==> config.mk <==
export PLATFORM = sky130hd
export DESIGN_NAME = tga_rle_pixel_decoder
export DESIGN_NICKNAME = d
export VERILOG_FILES = /design/src/sv/trle_pkg.sv /design/src/sv/trle_core.sv /design/src/sv/tga_rle_pixel_decoder.sv
export SDC_FILE = /design/constraint.sdc
export NUM_CORES = 1
export LEC_CHECK = 0
export ABC_AREA = 1
export BUFFER_PORTS_ARGS = -buffer_cell sky130_fd_sc_hd__clkbuf_2
export CAP_MARGIN = 10
export CORE_MARGIN = 1.5
export CORE_UTILIZATION = 55
export CTS_CLUSTER_DIAMETER = 40
export DETAILED_ROUTE_END_ITERATION = 7
export PLACE_DENSITY = 0.78
export SLEW_MARGIN = 40
export SYNTH_ARGS = -nofsm -noshare
export SYNTH_HDL_FRONTEND = slang
export SYNTH_HIERARCHICAL = 1
export SYNTH_SLANG_ARGS = --single-unit
==> constraint.sdc <==
create_clock -name clk -period 7.45 [get_ports clk]
set_clock_uncertainty 0.15 [all_clocks]
set_input_delay 1.49 -clock clk [delete_from_list [all_inputs] [get_ports clk]]
set_output_delay 1.49 -clock clk [all_outputs]
set_load 0.03 [all_outputs]
==> src/sv/trle_pkg.sv <==
// ----------------------------------------------------------------------------
// trle_pkg
// shared types, constants and helpers for the tga run-length pixel decoder
// ----------------------------------------------------------------------------
package trle_pkg;

  localparam int unsigned ByteW   = 8;
  localparam int unsigned PixelW  = 32;
  localparam int unsigned RepeatW = 8;
  localparam int unsigned BppW    = 3;
  localparam int unsigned IndexW  = 2;

  localparam logic [BppW-1:0]  BppReset  = 3'd4;
  localparam logic [BppW-1:0]  BppMin    = 3'd1;
  localparam logic [BppW-1:0]  BppMax    = 3'd4;
  localparam logic [ByteW-1:0] CountMask = 8'h7f;
  localparam int unsigned      RunBit    = 7;

  // one decoded pixel leaving the core
  typedef struct packed {
    logic               emit;
    logic [PixelW-1:0]  pixel;
    logic [RepeatW-1:0] rpt;
  } trle_res_t;

  // out-of-range settings: zero acts as one, five to seven act as four
  function automatic logic [BppW-1:0] eff_bpp(input logic [BppW-1:0] bpp);
    logic [BppW-1:0] b;
    b = bpp;
    if (bpp == '0) begin
      b = BppMin;
    end else if (bpp > BppMax) begin
      b = BppMax;
    end
    return b;
  endfunction

endpackage

==> src/sv/trle_core.sv <==
// ----------------------------------------------------------------------------
// trle_core
// packet state, byte gathering and pixel emission for one byte per step
// ----------------------------------------------------------------------------
module trle_core (
  input  logic                          clk,
  input  logic                          rst_n,
  input  logic                          step,
  input  logic [trle_pkg::ByteW-1:0]    data_byte,
  input  logic [trle_pkg::BppW-1:0]     bpp,
  output trle_pkg::trle_res_t           res
);
  import trle_pkg::*;

  logic [RepeatW-1:0] pixels_left_r, pixels_left_nxt;
  logic               run_packet_r, run_packet_nxt;
  logic [IndexW-1:0]  byte_index_r, byte_index_nxt;
  logic [PixelW-1:0]  acc_r, acc_nxt;

  logic [PixelW-1:0]  acc_shift;
  logic [BppW-1:0]    gathered;
  logic               is_header;
  logic               done;

  assign is_header = (pixels_left_r == '0);
  assign acc_shift = {acc_r[PixelW-ByteW-1:0], data_byte};
  assign gathered  = {1'b0, byte_index_r} + BppW'(1);
  assign done      = (gathered >= eff_bpp(bpp));

  always_comb begin
    pixels_left_nxt = pixels_left_r;
    run_packet_nxt  = run_packet_r;
    byte_index_nxt  = byte_index_r;
    acc_nxt         = acc_r;
    res.emit        = 1'b0;
    res.pixel       = acc_shift;
    res.rpt         = run_packet_r ? pixels_left_r : RepeatW'(1);
    if (is_header) begin
      // count field plus one, run flag in the top bit
      pixels_left_nxt = (data_byte & CountMask) + RepeatW'(1);
      run_packet_nxt  = data_byte[RunBit];
      byte_index_nxt  = '0;
      acc_nxt         = '0;
    end else if (!done) begin
      acc_nxt        = acc_shift;
      byte_index_nxt = gathered[IndexW-1:0];
    end else begin
      res.emit        = 1'b1;
      pixels_left_nxt = run_packet_r ? '0 : pixels_left_r - RepeatW'(1);
      byte_index_nxt  = '0;
      acc_nxt         = '0;
    end
  end

  always_ff @(posedge clk) begin
    if (!rst_n) begin
      pixels_left_r <= '0;
      run_packet_r  <= 1'b0;
      byte_index_r  <= '0;
      acc_r         <= '0;
    end else if (step) begin
      pixels_left_r <= pixels_left_nxt;
      run_packet_r  <= run_packet_nxt;
      byte_index_r  <= byte_index_nxt;
      acc_r         <= acc_nxt;
    end
  end

endmodule

==> src/sv/tga_rle_pixel_decoder.sv <==
// ----------------------------------------------------------------------------
// tga_rle_pixel_decoder
// run-length decoder for tga pixel streams, one byte in, at most one pixel out
// ----------------------------------------------------------------------------
// One compressed byte is taken per transfer on the input channel, and the
// block sustains one byte per clock cycle while the output register does not
// stall. Each byte is first held in an input register, then logic updates
// the packet state and, when a pixel is complete, loads the output register;
// a completing byte's result passes from the input register to the output
// register, from which it can leave. Header bytes and bytes that do
// not finish a pixel give no result. A run packet yields a single result with
// out_repeat_count set to the packet length; a raw packet yields one result
// per pixel with a repeat count of one. The first byte of a pixel lands in
// the most significant position, and narrow pixels carry zero above. The
// bytes-per-pixel setting (reset 4, zero read as 1, above 4 read as 4) is
// written through cfg_wr_en/cfg_wr_data and should only change while the
// block is idle. The only stall source is the output register: a new byte
// moves forward whenever the output register is empty or is being drained.
// ----------------------------------------------------------------------------
module tga_rle_pixel_decoder (
  input  logic                          clk,
  input  logic                          rst_n,
  // configuration
  input  logic                          cfg_wr_en,
  input  logic [trle_pkg::BppW-1:0]     cfg_wr_data,
  // compressed byte input
  input  logic                          in_valid,
  output logic                          in_ready,
  input  logic [trle_pkg::ByteW-1:0]    in_data_byte,
  // decoded pixel output
  output logic                          out_valid,
  input  logic                          out_ready,
  output logic [trle_pkg::PixelW-1:0]   out_pixel_value,
  output logic [trle_pkg::RepeatW-1:0]  out_repeat_count
);
  import trle_pkg::*;

  // configuration register
  logic [BppW-1:0]    bpp_r;

  // input stage
  logic               s1_valid_r, s1_valid_nxt;
  logic [ByteW-1:0]   s1_byte_r;

  // output stage
  logic               out_valid_r, out_valid_nxt;
  logic [PixelW-1:0]  out_pixel_r;
  logic [RepeatW-1:0] out_rpt_r;

  trle_res_t          res;
  logic               advance;

  // the held byte is consumed when the output register has room for a result
  assign advance  = s1_valid_r && (!out_valid_r || out_ready);
  assign in_ready = !s1_valid_r || advance;

  always_ff @(posedge clk) begin
    if (!rst_n) begin
      bpp_r <= BppReset;
    end else if (cfg_wr_en) begin
      bpp_r <= cfg_wr_data;
    end
  end

  // input register: refill on a transfer, empty when the byte moves on
  always_comb begin
    s1_valid_nxt = s1_valid_r;
    if (in_valid && in_ready) begin
      s1_valid_nxt = 1'b1;
    end else if (advance) begin
      s1_valid_nxt = 1'b0;
    end
  end

  always_ff @(posedge clk) begin
    if (!rst_n) begin
      s1_valid_r <= 1'b0;
    end else begin
      s1_valid_r <= s1_valid_nxt;
    end
  end

  always_ff @(posedge clk) begin
    if (in_valid && in_ready) begin
      s1_byte_r <= in_data_byte;
    end
  end

  // packet state and byte gathering
  trle_core u_core (
    .clk       (clk),
    .rst_n     (rst_n),
    .step      (advance),
    .data_byte (s1_byte_r),
    .bpp       (bpp_r),
    .res       (res)
  );

  // output register: loaded with a new pixel, cleared once drained
  always_comb begin
    out_valid_nxt = out_valid_r;
    if (advance) begin
      out_valid_nxt = res.emit;
    end else if (out_ready) begin
      out_valid_nxt = 1'b0;
    end
  end

  always_ff @(posedge clk) begin
    if (!rst_n) begin
      out_valid_r <= 1'b0;
    end else begin
      out_valid_r <= out_valid_nxt;
    end
  end

  always_ff @(posedge clk) begin
    if (advance && res.emit) begin
      out_pixel_r <= res.pixel;
      out_rpt_r   <= res.rpt;
    end
  end

  assign out_valid        = out_valid_r;
  assign out_pixel_value  = out_pixel_r;
  assign out_repeat_count = out_rpt_r;

endmodule
-- Word level (Yosys, flattened, before mapping)
Index checks and enable logic that the tools add are counted.
- logic and storage cells: 44
- output and inout bits: 42
- register bits: 88
- muxes and demuxes: 15
- magnitude comparators: 2
- reductions and logical operators: 14
- add/subtract/negate cells: 3
- operators by type and width (cell ; count):
    two-way mux 24 bit ; 2
    two-way mux 8 bit ; 3
    adder 7 x 1 -> 8 bit (second input constant) ; 1
    logical NOT 8 bit ; 1
    subtractor 8 x 1 -> 8 bit (second input constant) ; 1
    two-way mux 1 bit ; 6
    two-way mux 3 bit ; 2
    nonzero test 2 bit ; 3
    two-way mux 2 bit ; 2
    AND reduction 2 bit ; 2
    adder 2 x 1 -> 3 bit (second input constant) ; 1
    >= comparator 3 bit ; 1
    greater-than comparator 3 bit (second input constant) ; 1
    logical AND 1 bit ; 3
    logical NOT 3 bit ; 1
    logical NOT 1 bit ; 2
    logical OR 1 bit ; 2

-- Logic depth before layout (Yosys ltp)
- depth after elaboration: 7
- gate-level depth with buffers: 13

-- Modules after synthesis
Netlist, hierarchy kept.
- by module, submodules not included (module ; cells an instance ; instances ; area an instance (um2)):
    trle_core ; 304 ; 1 ; 2105.8
    tga_rle_pixel_decoder ; 78 ; 1 ; 1650.3

-- Worst setup path after synthesis
No wires, ideal clock.
- path type: in2reg
- from: in out_ready
- to: reg out_pixel_r[0] (netlist: out_pixel_value[0]) (enable)
- path buffers: 0
- stages on the path: 4
- setup time: 437 ps
- path slack: 3512 ps
- arrival time: 3351 ps
- cells stage by stage: inv_1 -> nand2_1 -> nand2_1 -> nor2_1
- word-level cells in the longest chain between the ends: 3
- RTL lines (what ; RTL line ; text):
    start: declaration ; tga_rle_pixel_decoder.sv:32 ; input logic out_ready,
    logical OR 1 bit ; tga_rle_pixel_decoder.sv:54 ; assign advance = s1_valid_r && (!out_valid_r || out_ready);
    logical AND 1 bit ; tga_rle_pixel_decoder.sv:54 ;
    logical AND 1 bit ; tga_rle_pixel_decoder.sv:118 ; if (advance && res.emit) begin
    end signal: assignment ; tga_rle_pixel_decoder.sv:119 ; out_pixel_r <= res.pixel;
    end: declaration ; tga_rle_pixel_decoder.sv:47 ; logic [PixelW-1:0] out_pixel_r;
Every way passes these cells.
A chain may end at the register's enable or synchronous reset.

-- Worst setup path after layout
- from: in out_ready
- to: reg u_core.pixels_left_r[0]
- word-level cells in the longest chain between the ends: 3
- RTL lines (what ; RTL line ; text):
    logical OR 1 bit ; tga_rle_pixel_decoder.sv:54 ;
    logical AND 1 bit ; tga_rle_pixel_decoder.sv:54 ;
    via advance ; tga_rle_pixel_decoder.sv:51 ; logic advance;
    AND reduction 2 bit (no line) ; - ;
    end signal: assignment ; trle_core.sv:62 ; pixels_left_r <= pixels_left_nxt;
    end: declaration ; trle_core.sv:15 ; logic [RepeatW-1:0] pixels_left_r, pixels_left_nxt;
The timed path passes the listed nets, and every way through them passes these cells.

==> impl_summary.md <==
Status
The run finished, with violations left. The checks that failed: design-rule violations.

Critical path
STA classifies the critical path startpoint as an input port. The critical path is of the in -> reg type. At the worst endpoint, the required time is around 7.6 ns. Walking the worst path, the cells encountered are clkbuf_2 -> inv_1 -> nand2_1 -> nand2_1 -> inv_1 -> clkinv_1 -> nor2_8 -> nand2_1 -> nand2_1 -> nor2_1. The path depth of the worst reg2reg path is 8.

The worst setup path is captured at a flop. The endpoint identified for the worst register-to-register timing path is u_core/pixels_left_r[0]. In this run the register-to-register setup slack is 4.25 ns. The library cell appearing most often on the critical path is sky130_fd_sc_hd__nand2_1. Data arrives at the worst endpoint at 4.20 ns. For this design, the slowest cell found on the critical path is sky130_fd_sc_hd__clkinv_1. The worst-path maximum fanout is 30. For this run, the slowest stage of the critical path takes 0.89 ns. The startpoint identified for the worst register-to-register timing path is out_valid.

Routing
The via density per instance is 5.34. The total number of vias is around 2,700. The number of search-and-repair iterations in the first detailed-routing pass is 7. The routed wire length per instance is 13.5 microns.

The final layout contains routed wiring with a total length of 6.92 mm. For this run, design rule violations remaining after detail routing come to 6. The count of routing violations after the opening detailed-route iteration is 261. The number of nets with antenna violations after routing is 0.

Power and ir drop
The share of total power in the clock network is 0.303. The net switching component of the power is 0.405 mW. The total power consumption of the routed design is 1.25 mW. The power per cell area is 293 nW/um^2. The internal portion of total power is 0.841 mW. The net switching share of the total power is 0.325. The worst supply voltage drop on vdd is 0.000160 V. Summed over all cells, the static leakage comes to between 1.5 and 2 nW.

The share of total power dissipated in combinational logic is 0.230. The sequential share of power is 0.467.

Timing
The post-route worst setup slack is 3.35 ns. The hold violation total from the final report is 0. In this run the tightest slew margin relative to its limit is 0.462. Setup repair after global routing left no endpoint under its margin. The final hold slack is ~0.29 ns. The actual slew at the worst max-slew pin is ~0.8 ns. Dividing the final minimum period by the clock period gives 0.550. Setup violations remaining at the end of the flow were counted as 0. The maximum achievable frequency is about 0.24 GHz. Summed over all failing endpoints, the final setup total negative slack is 0 ns. The count of pins over their slew limit came to 0. Subtracting the final worst setup slack from the clock period gives 4.10 ns.

Layout
Relative to the synthesized area, the layout overhead comes to 13.2%. The total number of nets in the final design is 453. The number of antenna diodes in the final layout is 0. The final-layout fill cell count is 515. Once layout is complete, the cells apart from fillers number between 500 and 600. The finished cells cover 4250 sq um. For this run, the share of the core covered by cells in the final layout is 0.658.

The share of final-layout standard cells stronger than drive strength 1 is 0.244.

Clocking
After clock tree synthesis, the setup repair step added 0 buffers. TritonCTS built the clock tree. The clock-pin slew reported for the worst setup and hold paths after clock tree synthesis is 0.10 ns. CTS saw 88 sinks. The maximum clock path buffer count is 2.

The number of levels the H-tree was split into is 3. Once the clock tree was built, the resizer swapped 0 gates to a different size. In this run, CTS created clock tree buffers numbering 9.

For the worst-skew pair, the clock arrives at the later sink with an insertion delay of 0.36 ns. CTS placed an instance of sky130_fd_sc_hd__clkbuf_8 at the clock tree root. The hold-fix buffer count after cts is 0.

Place
The total instance count after detailed placement is 496. The wire-length estimate of the detail-placed layout is 4.75 mm. The placer's final routability congestion estimate is 0.905. The setup slack after placement is 3.02 ns. During placement, the flow inserted port buffers numbering 57. The placed instances occupy a cell area of 4020 sq um.

Job
The tool flagged a number of max-cap violations equal to 0.

Logic synthesis
In this run, distinct cell masters in the synthesized netlist total 27. Of the post-synthesis cell area, the dominant cell type holds 0.384. For this run, asynchronously set or reset flops after synthesis account for 0.

The net count of the mapped netlist is approximately 410. The post-synthesis register bit count is 88. The count of flip-flops with a built-in enable after synthesis is 48.

Sorting the synthesized cells by area gives the leading types as sky130_fd_sc_hd__edfxtp_1, sky130_fd_sc_hd__dfxtp_1, sky130_fd_sc_hd__nand2_1. The post-synthesis sequential area ratio is 0.597. The synthesized netlist occupies a cell area of between 3000 and 4000 sq um. The most common cell in the synthesized netlist is sky130_fd_sc_hd__nand2_1.

Synthesis handed over a netlist of between 300 and 400 instances. The most frequently used flop master after synthesis is sky130_fd_sc_hd__edfxtp_1. sky130_fd_sc_hd__edfxtp_1 takes more of the synthesized area than any other cell. The average cell area after synthesis is around 10 sq um.

Sorting the synthesized cells by how often they occur yields sky130_fd_sc_hd__nand2_1, sky130_fd_sc_hd__nor2_1, sky130_fd_sc_hd__edfxtp_1, sky130_fd_sc_hd__dfxtp_1, sky130_fd_sc_hd__inv_1. For this run, the number of Yosys warnings is 6.

Die
The width of the die is around 86 microns. For this configuration, the core starts out at a cell density of 0.582. The core region is 6460 sq um. The die is 85.6 microns tall. The standard-cell row count is 29. The die covers 7330 sq um. The top-level port count is 58.

Global routing
The number of antenna violations at the first check in global routing is 0. The global-route wire length before repair is approximately 12 mm. The total overflow left after global routing is 0.

The number of global-route vias before repair is 2,537. Entering global routing, the biggest net connects 40 pins. The global routing usage summed across all routing layers is 0.207.

Hold path
The startpoint identified for the worst hold timing path is u_core/acc_r[17]. Along the worst hold path, the cell count comes to 0. The path type of the worst min-delay path is reg -> reg. For hold timing, the worst endpoint is out_pixel_value[25].
## area by class of cell
cell class | count | area, sq um | share of cell area
timing repair buffer | 58 | 300 | 0.0707
sequential | 88 | 2240 | 0.528
clock inverter | 7 | 109 | 0.0256
inverter | 38 | 143 | 0.0336
clock buffer | 9 | 124 | 0.0291
multi-input combinational | 235 | 1240 | 0.291
tap | 77 | 96.3 | 0.0227
## layer usage
layer,track usage,up-vias,wire (microns)
li1,-,1339,-
met1,0.271,1275,3050
met2,0.322,105,3270
met3,0.0568,15,433
met4,0.0938,0,165
met5,0,-,0
## worst max-delay path by stage
stage | startpoint | to
floorplan | out_ready | out_pixel_value[0]
global placement | out_ready | u_core/pixels_left_r[0]
finish | out_ready | u_core/pixels_left_r[0]
detailed placement | out_ready | u_core/pixels_left_r[0]
global route | out_ready | u_core/pixels_left_r[0]
CTS | out_ready | u_core/pixels_left_r[0]
## cell families (layout without fill, tap and decap cells)
group / count (synthesis) / count (layout) / share of synthesized area
simple gates: 189 / 189 / 0.248
buf+inv: 59 / 112 / 0.0759
xor+xnor: 3 / 3 / 0.00700
compound gates: 36 / 36 / 0.0493
fa+ha+maj: 7 / 7 / 0.0233
flops: 88 / 88 / 0.597
## flip-flops by register name, indices dropped and copies added (netlist names)
name,cells
s1_valid_r,1
s1_byte_r,8
out_repeat_count,8
bpp_r,3
u_core/pixels_left_r,8
u_core/acc_r,24
out_valid,1
u_core/run_packet_r,1
u_core/byte_index_r,2
out_pixel_value,32
## layout by cell type (no fill, tap or decap), types with 7 or more instances in the layout
cell type	n
sky130_fd_sc_hd__o21ai_0	31
sky130_fd_sc_hd__clkbuf_2	57
sky130_fd_sc_hd__edfxtp_1	48
sky130_fd_sc_hd__dfxtp_1	40
sky130_fd_sc_hd__nand2_1	71
sky130_fd_sc_hd__nor2_1	59
sky130_fd_sc_hd__clkbuf_8	9
sky130_fd_sc_hd__nor3_1	7
sky130_fd_sc_hd__nand3_1	18
sky130_fd_sc_hd__inv_1	37
sky130_fd_sc_hd__ha_1	7
sky130_fd_sc_hd__nor3_2	20
## power groups by stage
| stage | Clock (mW) | Sequential [mW] | Combinational, mW |
|---|---|---|---|
| after detailed placement | 0 | 0.593 | 0.284 |
| after floorplan | 0 | 0.608 | 0.221 |
| after CTS | 0.385 | 0.582 | 0.287 |
| after global placement | 0 | 0.592 | 0.275 |
| final | 0.378 | 0.582 | 0.287 |
| after global routing | 0.407 | 0.587 | 0.325 |
## worst max-delay path, delay by kind of cell
family,cells,cell delay [ns]
buffers and inverters,4,1.61
AND/OR/NAND/NOR,6,1.11
Power figures use the tool's default switching activity.
